$ cat config.mk
export PLATFORM = sky130hd
export DESIGN_NAME = aos_frame_sync_vc_extract
export DESIGN_NICKNAME = d
export VERILOG_FILES = /design/src/rtl/core/afs_pkg.sv /design/src/rtl/core/afs_framer.sv /design/src/rtl/core/aos_frame_sync_vc_extract.sv
export SDC_FILE = /design/constraint.sdc
export NUM_CORES = 1
export LEC_CHECK = 0
export ABC_CLOCK_PERIOD_IN_PS = 10650
export BUFFER_PORTS_ARGS = -buffer_cell sky130_fd_sc_hd__buf_2
export CAP_MARGIN = 10
export CORE_MARGIN = 2
export CORE_UTILIZATION = 61
export DETAILED_ROUTE_END_ITERATION = 8
export PLACE_DENSITY = 0.85
export SETUP_SLACK_MARGIN = 0.05
export SYNTH_ARGS = -nofsm -noshare
export SYNTH_HDL_FRONTEND = slang
export SYNTH_SLANG_ARGS = --single-unit
$ cat constraint.sdc
create_clock -name clk -period 10.65 [get_ports clk]
set_input_delay 2.13 -clock clk [delete_from_list [all_inputs] [get_ports clk]]
set_output_delay 2.13 -clock clk [all_outputs]
set_load 0.01 [all_outputs]
$ cat src/rtl/core/afs_pkg.sv
// Shared constants and types for the AOS frame synchronizer and channel filter.
`default_nettype none

package afs_pkg;

	localparam int FRAME_LEN     = 1024;
	localparam int PAYLOAD_LEN   = 948;
	localparam int PAYLOAD_START = 10;
	localparam int PAYLOAD_END   = PAYLOAD_START + PAYLOAD_LEN;

	localparam int POS_W = $clog2(FRAME_LEN);

	localparam logic [31:0] SYNC_RESET = 32'h1ACF_FC1D;
	localparam logic [5:0]  CHAN_RESET = 6'd17;

	// frame byte positions of the header fields
	localparam logic [POS_W-1:0] POS_MARK_END = POS_W'(4);
	localparam logic [POS_W-1:0] POS_VCID     = POS_W'(5);
	localparam logic [POS_W-1:0] POS_CNT_HI   = POS_W'(6);
	localparam logic [POS_W-1:0] POS_CNT_MID  = POS_W'(7);
	localparam logic [POS_W-1:0] POS_CNT_LO   = POS_W'(8);
	localparam logic [POS_W-1:0] POS_SIGNAL   = POS_W'(9);
	localparam logic [POS_W-1:0] POS_LAST     = POS_W'(FRAME_LEN - 1);

	localparam logic [9:0] IDX_LAST = 10'(PAYLOAD_LEN - 1);

	// configuration register indexes
	localparam logic CFG_SYNC_MARKER = 1'b0;
	localparam logic CFG_WANTED_CHAN = 1'b1;

	localparam int OUT_DATA_W = 48;

	typedef struct packed {
		logic [31:0] sync_marker;
		logic [5:0]  wanted_channel;
	} cfg_t;

	typedef struct packed {
		logic        emit;
		logic [7:0]  payload_byte;
		logic [9:0]  byte_index;
		logic [23:0] frame_count;
		logic        replay_flag;
		logic        last_of_frame;
	} result_t;

endpackage

`default_nettype wire

$ cat src/rtl/core/afs_framer.sv
// Sync marker hunt, frame position tracking and header capture.
`default_nettype none

module afs_framer
	import afs_pkg::*;
(
	input  wire logic       clk,
	input  wire logic       arst_n,
	input  wire logic       step,
	input  wire logic [7:0] data_byte,
	input  wire cfg_t       cfg,
	output result_t         res
);

	logic [31:0]      window_q;
	logic             in_frame_q;
	logic [POS_W-1:0] pos_q;
	logic             hit_q;
	logic [23:0]      count_q;
	logic             replay_q;

	logic [31:0] window_next;
	logic        in_payload;
	logic [9:0]  idx;

	assign window_next = {window_q[23:0], data_byte};
	assign idx         = 10'(pos_q - POS_W'(PAYLOAD_START));
	assign in_payload  = (32'(pos_q) >= PAYLOAD_START) && (32'(pos_q) < PAYLOAD_END);

	always_comb begin
		res.emit          = in_frame_q && in_payload && hit_q;
		res.payload_byte  = data_byte;
		res.byte_index    = idx;
		res.frame_count   = count_q;
		res.replay_flag   = replay_q;
		res.last_of_frame = (idx == IDX_LAST) || (pos_q == POS_LAST);
	end

	always_ff @(posedge clk or negedge arst_n) begin
		if (!arst_n) begin
			window_q   <= '0;
			in_frame_q <= 1'b0;
			pos_q      <= '0;
			hit_q      <= 1'b0;
			count_q    <= '0;
			replay_q   <= 1'b0;
		end else if (step) begin
			if (!in_frame_q) begin
				window_q <= window_next;
				if (window_next == cfg.sync_marker) begin
					in_frame_q <= 1'b1;
					pos_q      <= POS_MARK_END;
					hit_q      <= 1'b0;
				end
			end else begin
				case (pos_q)
					POS_VCID:    hit_q <= (data_byte[5:0] == cfg.wanted_channel);
					POS_CNT_HI:  count_q[23:16] <= data_byte;
					POS_CNT_MID: count_q[15:8] <= data_byte;
					POS_CNT_LO:  count_q[7:0] <= data_byte;
					POS_SIGNAL:  replay_q <= data_byte[7];
					default:     ;
				endcase
				// window restarts empty after the frame
				if (pos_q == POS_LAST) begin
					in_frame_q <= 1'b0;
					pos_q      <= '0;
					window_q   <= '0;
				end else begin
					pos_q <= pos_q + POS_W'(1);
				end
			end
		end
	end

endmodule

`default_nettype wire

$ cat src/rtl/core/aos_frame_sync_vc_extract.sv
// Top level: AOS frame synchronizer with virtual channel payload extraction.
`default_nettype none

// Takes one received byte per cycle when not stalled and hunts for the
// configured 32-bit sync marker; a match starts a 1024-byte frame. The virtual
// channel id (byte 5), 24-bit frame counter (bytes 6..8) and replay flag (byte
// 9, top bit) are captured, and if the channel equals wanted_channel the 948
// payload bytes are sent out one per item, tagged with index, counter and flag,
// tlast on the final one. Hunting resumes after the frame ends. Each item passes
// an input register and a result register, with the single framer step between
// them; one item per cycle sustained while the output is not stalled.
// Write configuration only while the block is idle; it is not enforced.
module aos_frame_sync_vc_extract
	import afs_pkg::*;
(
	input  wire logic                  clk,
	input  wire logic                  arst_n,
	input  wire logic                  s_axis_tvalid,
	output logic                       s_axis_tready,
	input  wire logic [7:0]            s_axis_tdata,  // [7:0] data_byte
	output logic                       m_axis_tvalid,
	input  wire logic                  m_axis_tready,
	// [7:0] payload_byte, [17:8] byte_index, [41:18] frame_count,
	// [42] replay_flag, [47:43] zero
	output logic [OUT_DATA_W-1:0]      m_axis_tdata,
	output logic                       m_axis_tlast,   // last_of_frame
	input  wire logic                  cfg_we,
	input  wire logic                  cfg_index,
	input  wire logic [31:0]           cfg_data
);

	cfg_t    cfg_q;
	result_t res;

	logic       valid_s1;
	logic [7:0] byte_s1;
	logic       adv;
	logic       step;

	logic        out_valid_q;
	logic [7:0]  out_byte_q;
	logic [9:0]  out_idx_q;
	logic [23:0] out_count_q;
	logic        out_replay_q;
	logic        out_last_q;

	assign adv           = !out_valid_q || m_axis_tready;
	assign step          = valid_s1 && adv;
	assign s_axis_tready = !valid_s1 || adv;

	always_ff @(posedge clk or negedge arst_n) begin
		if (!arst_n) begin
			cfg_q.sync_marker    <= SYNC_RESET;
			cfg_q.wanted_channel <= CHAN_RESET;
		end else if (cfg_we) begin
			case (cfg_index)
				CFG_SYNC_MARKER: cfg_q.sync_marker <= cfg_data;
				CFG_WANTED_CHAN: cfg_q.wanted_channel <= cfg_data[5:0];
				default:         ;
			endcase
		end
	end

	always_ff @(posedge clk or negedge arst_n) begin
		if (!arst_n) begin
			valid_s1 <= 1'b0;
		end else if (s_axis_tvalid && s_axis_tready) begin
			valid_s1 <= 1'b1;
		end else if (adv) begin
			valid_s1 <= 1'b0;
		end
	end

	always_ff @(posedge clk) begin
		if (s_axis_tvalid && s_axis_tready) begin
			byte_s1 <= s_axis_tdata;
		end
	end

	afs_framer u_framer (
		.clk       (clk),
		.arst_n    (arst_n),
		.step      (step),
		.data_byte (byte_s1),
		.cfg       (cfg_q),
		.res       (res)
	);

	always_ff @(posedge clk or negedge arst_n) begin
		if (!arst_n) begin
			out_valid_q <= 1'b0;
		end else if (adv) begin
			out_valid_q <= step && res.emit;
		end
	end

	always_ff @(posedge clk) begin
		if (step && res.emit) begin
			out_byte_q   <= res.payload_byte;
			out_idx_q    <= res.byte_index;
			out_count_q  <= res.frame_count;
			out_replay_q <= res.replay_flag;
			out_last_q   <= res.last_of_frame;
		end
	end

	assign m_axis_tvalid = out_valid_q;
	assign m_axis_tdata  = {5'b0, out_replay_q, out_count_q, out_idx_q, out_byte_q};
	assign m_axis_tlast  = out_last_q;

endmodule

`default_nettype wire

==> flow_metrics.tcl, run 1 <==
set metrics [dict create \
    intPower_w 0.001072 \
    synth_cell_type_count 51 \
    stdcell_count 688 \
    yosys-top-cells-area "dfrtp_1 31%, edfxtp_1 24%, dfstp_2 8.5%" \
    rows 37 \
    cts_buffers 17 \
    first_iter_violations 346 \
    cts_resized 0 \
    combPwrFrac_pct 6.6 \
    pwr-share-seq_pct 49.2 \
    gp_congestion 0.8822 \
    fin_ws_ns 5.948 \
    critical_path.slowest_cell "nand3b_1" \
    worstHoldEndpoint "out_count_q[4]" \
    grt_pass1_vias 3898 \
    yosysSeqAreaShare_pct 63.65 \
    maxCapViolations 0 \
    layout-area-overhead-vs-synth_pct 18.31 \
    syn-instance-count 443 \
    fin_crit_ns 4.702 \
    rrSetupSlack_ns 7.64 \
    fmax_mhz 212.7 \
    criticalPathCategory "in -> out" \
    synth_edf_count 52 \
    dp_cells 656 \
    power.leakage_nw 3.442 \
    routedWlPerCell_um 19.35 \
    layout_commonest_cell "buf_2" \
    grt_overflow_total 0 \
    worstPathMaxFanout 3 \
    syn_area_sq_um 6465 \
    pre_cts_ws_ns 5.954 \
    ys_async_sr_fraction_pct 66.01 \
    final_cell_mix "90 x buf_2, 80 x dfrtp_1, 52 x edfxtp_1, 47 x mux2_2, 35 x xor2_1" \
    whs_path_depth 0 \
    diodes 0 \
    drt-total-wl_mm 13.31 \
    slew_viol_final 0 \
    postCtsSetupRepairBufs 0 \
    cp_cell_sequence "buf_2 -> nand3b_1 -> buf_2" \
    synth-seq-cells 153 \
    irDropWorstVdd_uv 98.37 \
    skew_ns 0.008552 \
    htreeDepth 4 \
    vias 4012 \
    cts-root-buf "clkbuf_8" \
    grt_max_degree 84 \
    viasPerCell 5.831 \
    drc 0 \
    tightest_slew_ns 1.034 \
    endpoint_kind "output port" \
    tritoncts "done" \
    max_stage_delay_ns 0.18 \
    postCtsHoldBufs 0 \
    port_buffers 91 \
    swShare_pct 23.27 \
    setup_viol 0 \
    die-area_sq_um 11440 \
    cts.clk_slew.worst_paths_ns 0.07 \
    die_h_um 106.9 \
    cp_data_required_time_ns 8.52 \
    clock-sinks 153 \
    slew_headroom_pct 31.05 \
    firstDrtPassIters 5 \
    grt_usage_pct 24.55 \
    crit_top_cell "buf_2" \
    clk_latency_ns 0.52 \
    dieWidth_um 106.9 \
    p_sw_w 0.0003250 \
    yosys_warnings 0 \
    netlist.area_leader.share_pct 30.97 \
    dp_hpwl_mm 8.699 \
    hold_violations 0 \
    power_density_nw_per_um2 182.6 \
    rsz0062_at_grt "false" \
    r2r_cells 5 \
    start_kind "input port" \
    num_io_pins 97 \
    start_util_pct 62.62 \
    syn_area_per_cell_sq_um 14.59 \
    coreArea_sq_um 10320 \
    drive_gt1_share_pct 40.58 \
    antenna_found_initial 0 \
    fin_setup_tns_ns 0 \
    hold_start "u_framer.count_q[4]" \
    ant_nets 0 \
    worst_r2r_endpoint "u_framer.window_q[17]" \
    hold_path_class "reg -> reg" \
    cts_buffer_depth 2 \
    status "finished, final reports clean" \
    clock_power_share_pct 44.2 \
    reg2reg_from "u_framer.pos_q[0]" \
    critPathArrivalTime_ns 2.57 \
    final.period_utilization_pct 44.15 \
    synth_area_leader_cell "dfrtp_1" \
    nFillCells 593 \
    grt_pass1_wl_mm 20.98 \
    synth_top_flop_cell "dfrtp_1" \
    fin_nets 592 \
]
power groups by stage:
stage               Clock [W]  Sequential (W)  Combinational, W
finish               0.000618        0.000687         0.0000922
global route         0.000649        0.000691          0.000102
CTS                  0.000621        0.000687         0.0000935
detailed placement          0        0.000697         0.0000908
global placement            0        0.000695         0.0000866
floorplan                   0        0.000684         0.0000652
kinds of logic (layout without fill, tap and decap cells):
group,after synthesis,count (layout),synth area share (%)
DFF,153,153,63.65
and+or+nand+nor,83,83,7.568
muxes,64,64,12.06
AOI/OAI and AO/OA,56,56,6.774
xor gates and xnor gates,45,45,6.096
buffers and inverters,34,139,2.438
adders and majority gates,7,7,1.355
other,1,5,0.05801
metrics by stage:
stage          instance area, sq um  util (%)  power (W)  hold slack, ns
2_1_floorplan                  6480         -  0.0007495          0.4194
3_3_place_gp                   7033     68.13  0.0007815          0.4258
3_5_place_dp                   7033     68.13  0.0007879          0.4291
4_1_cts                        7649     74.09   0.001402          0.4443
5_1_grt                        7649     74.09   0.001442          0.4621
6_report                       7649     74.09   0.001397          0.4442
area by class of cell:
cell class	count	area, sq um	area share, %
Clock buffer	18	427.9	5.595
Sequential cell	153	4115	53.80
Multi-Input combinational cell	260	2215	28.95
Tap cell	136	170.2	2.225
Inverter	12	45.04	0.5889
Clock inverter	14	187.7	2.454
Timing Repair Buffer	95	488.0	6.380
how the worst max path moves through the flow:
stage	startpoint	endpoint	slack, ns	depth (start not counted)
final	m_axis_tready	s_axis_tready	5.95	3
after global routing	m_axis_tready	s_axis_tready	5.91	3
after global placement	m_axis_tready	s_axis_tready	5.98	3
after detailed placement	m_axis_tready	s_axis_tready	5.95	3
after floorplan	m_axis_tready	m_axis_tlast	4.54	4
after CTS	m_axis_tready	s_axis_tready	5.96	3
worst max-delay path: cells and delay by family:
| family | cells | cell delay (ns) |
|---|---|---|
| buf+inv | 2 | 0.26 |
| simple gates | 1 | 0.18 |
state kept, by name (all words and copies together) (netlist names):
register             count
cfg_q                   38
out_count_q             24
u_framer.count_q        24
u_framer.window_q       24
out_idx_q               10
u_framer.pos_q          10
byte_s1                  8
out_byte_q               8
m_axis_tlast             1
m_axis_tvalid            1
out_replay_q             1
u_framer.hit_q           1
u_framer.in_frame_q      1
u_framer.replay_q        1
valid_s1                 1
synthesized netlist by cell type (all sizes together) (3+ instances only):
cell type / n
a22o: 24
and2: 3
and3: 3
buf: 10
clkbuf: 12
dfrtp: 80
dfstp: 21
edfxtp: 52
ha: 7
inv: 12
mux2: 63
nand2: 17
nand2b: 3
nand3: 6
nand4: 6
nor2: 10
nor3: 12
nor4: 13
o21ai: 9
o311ai: 5
o31ai: 5
or3: 3
xnor2: 10
xor2: 35
layer usage:
| metal | GRT usage [%] | vias up | share of wire (%) |
|---|---|---|---|
| li1 | - | 1820 | - |
| met1 | 32.58 | 1986 | 41 |
| met2 | 40.72 | 184 | 52 |
| met3 | 5.228 | 22 | 5.6 |
| met4 | 8.163 | 0 | 1.8 |
| met5 | 0 | - | 0 |
No activity file was read; power rests on OpenSTA's default activity.
==> run 2, diff against run 1 <==
--- a/config.mk
+++ b/config.mk
@@ -5,13 +5,13 @@
 export SDC_FILE = /design/constraint.sdc
 export NUM_CORES = 1
 export LEC_CHECK = 0
-export ABC_CLOCK_PERIOD_IN_PS = 10650
+export ABC_CLOCK_PERIOD_IN_PS = 3850
 export BUFFER_PORTS_ARGS = -buffer_cell sky130_fd_sc_hd__buf_2
 export CAP_MARGIN = 10
 export CORE_MARGIN = 2
-export CORE_UTILIZATION = 61
+export CORE_UTILIZATION = 51
 export DETAILED_ROUTE_END_ITERATION = 8
-export PLACE_DENSITY = 0.85
+export PLACE_DENSITY = 0.75
 export SETUP_SLACK_MARGIN = 0.05
 export SYNTH_ARGS = -nofsm -noshare
 export SYNTH_HDL_FRONTEND = slang
==> constraint.sdc (replaced) <==
create_clock -name clk -period 3.85 [get_ports clk]
set_input_delay 0.77 -clock clk [delete_from_list [all_inputs] [get_ports clk]]
set_output_delay 0.77 -clock clk [all_outputs]
set_load 0.01 [all_outputs]
==> run 2 against run 1 <==
Net effect: die area up 19%; via count down 2.7%; register-to-register slack worse by 6.6 ns; critical path depth increased by 2; count of clock-buffer cells in the layout is the same; critical path type is now reg -> reg; critical endpoint is now u_framer.window_q[6]; largest power group unchanged.
==> flow_metrics.tcl, run 2 (synthesis gave the netlist of run 1 again) <==
set metrics [dict create \
    ant_nets 0 \
    p_sw_w 0.0008529 \
    cts_buffer_depth 2 \
    worstPathMaxFanout 24 \
    cp_data_required_time_ns 4.15 \
    cts.clk_slew.worst_paths_ns 0.06 \
    start_kind "flop" \
    die-area_sq_um 13590 \
    grt_overflow_total 0 \
    hold_path_class "in -> async" \
    fin_setup_tns_ns 0 \
    combPwrFrac_pct 6.4 \
    cts-root-buf "clkbuf_16" \
    die_h_um 116.6 \
    irDropWorstVdd_uv 378.3 \
    power_density_nw_per_um2 503.2 \
    first_iter_violations 289 \
    final_cell_mix "90 x buf_2, 80 x dfrtp_1, 52 x edfxtp_1, 47 x mux2_2, 35 x xor2_1" \
    critical_path.slowest_cell "nand2_1" \
    grt_pass1_vias 3817 \
    dp_cells 693 \
    critPathArrivalTime_ns 3.10 \
    design_area_sq_um 7715 \
    stdcell_count 725 \
    reg2reg_from "u_framer.pos_q[0]" \
    layout_commonest_cell "buf_2" \
    setup_viol 0 \
    top_register "cfg_q" \
    clock_power_share_pct 44.7 \
    vias 3903 \
    intPower_w 0.003029 \
    endpoint_kind "flop" \
    slew_viol_final 0 \
    port_buffers 91 \
    slew_headroom_pct 43.39 \
    pwr-share-seq_pct 48.9 \
    postCtsSetupRepairBufs 0 \
    drt-total-wl_mm 12.59 \
    gp_congestion 0.9594 \
    cts_buffers 17 \
    rrSetupSlack_ns 1.05 \
    skew_ns 0.008851 \
    tritoncts "done" \
    final.period_utilization_pct 72.67 \
    grt_pass1_wl_mm 20.51 \
    clock-sinks 153 \
    rsz0062_at_grt "false" \
    firstDrtPassIters 5 \
    max_stage_delay_ns 0.61 \
    coreArea_sq_um 12520 \
    postCtsHoldBufs 0 \
    start_util_pct 51.65 \
    fin_crit_ns 2.798 \
    maxCapViolations 0 \
    htreeDepth 4 \
    power.leakage_nw 3.453 \
    largest_register_ff_count 38 \
    cts_resized 0 \
    antenna_found_initial 0 \
    grt_usage_pct 20.09 \
    num_io_pins 97 \
    grt_max_degree 64 \
    viasPerCell 5.383 \
    layout-area-overhead-vs-synth_pct 19.33 \
    tightest_slew_ns 0.8471 \
    status "finished, final reports clean" \
    worst_r2r_endpoint "u_framer.window_q[6]" \
    hold_violations 0 \
    place_area_sq_um 7092 \
    clk_latency_ns 0.42 \
    drc 0 \
    fmax_mhz 357.4 \
    rows 41 \
    swShare_pct 21.97 \
    drive_gt1_share_pct 40.14 \
    cp_cell_sequence "ha_1 -> nand3_1 -> o31ai_1 -> nand2_1 -> a22o_1" \
    routedWlPerCell_um 17.37 \
    fin_nets 593 \
    criticalPathCategory "reg -> reg" \
    dp_hpwl_mm 8.671 \
    r2r_cells 5 \
    diodes 0 \
    dieWidth_um 116.6 \
]
==> run 2: metrics by stage <==
step / hold WS (ns) / util (%) / total power, W / worst slack (ns)
after detailed placement: 0.4294 / 56.66 / 0.002179 / 1.084
after CTS: 0.4451 / 61.64 / 0.003915 / 1.047
after global routing: 0.4484 / 61.64 / 0.004037 / 0.7593
after floorplan: 0.4194 / - / 0.002073 / 0.4314
final: 0.4347 / 61.64 / 0.003882 / 1.052
after global placement: 0.4289 / 56.66 / 0.002167 / 1.171
==> run 2: worst max-delay path by stage <==
stage	from	endpoint	slack, ns	depth (start not counted)
final	u_framer.pos_q[0]	u_framer.window_q[6]	1.05	5
after detailed placement	u_framer.pos_q[0]	u_framer.window_q[13]	1.08	5
after CTS	u_framer.pos_q[0]	u_framer.window_q[6]	1.05	5
after global routing	u_framer.pos_q[0]	u_framer.window_q[8]	0.76	5
after global placement	m_axis_tready	out_count_q[11]	1.17	6
after floorplan	m_axis_tready	m_axis_tlast	0.43	4
==> run 2: layout make-up <==
| type | instances | area (sq um) |
|---|---|---|
| sequential | 153 | 4115 |
| tap | 172 | 215.2 |
| inverter | 12 | 45.04 |
| clock inverter | 14 | 193.9 |
| multi-input combinational | 260 | 2221 |
| fill | 975 | 4802 |
| clock buffer | 18 | 429.2 |
| timing repair buffer | 96 | 495.5 |
==> run 2: power groups by stage <==
stage | Clock (W) | Combinational, W | Sequential, W
2_1_floorplan | 0 | 0.000180 | 0.00189
3_3_place_gp | 0 | 0.000242 | 0.00193
3_5_place_dp | 0 | 0.000252 | 0.00193
4_1_cts | 0.00176 | 0.000254 | 0.00190
5_1_grt | 0.00184 | 0.000280 | 0.00191
6_report | 0.00173 | 0.000249 | 0.00190
==> run 2: routing by layer <==
layer,track usage [%],vias to the layer above,wire length [um]
met5,0,-,0
met4,5.647,0,118
met3,5.397,12,667
met2,32.33,131,6109
met1,27.23,1934,5695
li1,-,1826,-
==> run 2: critical path: cells and delay by family (launching register included) <==
kind                       cells  cell delay [ns]
AOI/OAI and AO/OA              2             0.95
and+or+nand+nor                2             0.87
DFF                            1             0.52
adders and majority gates      1             0.33
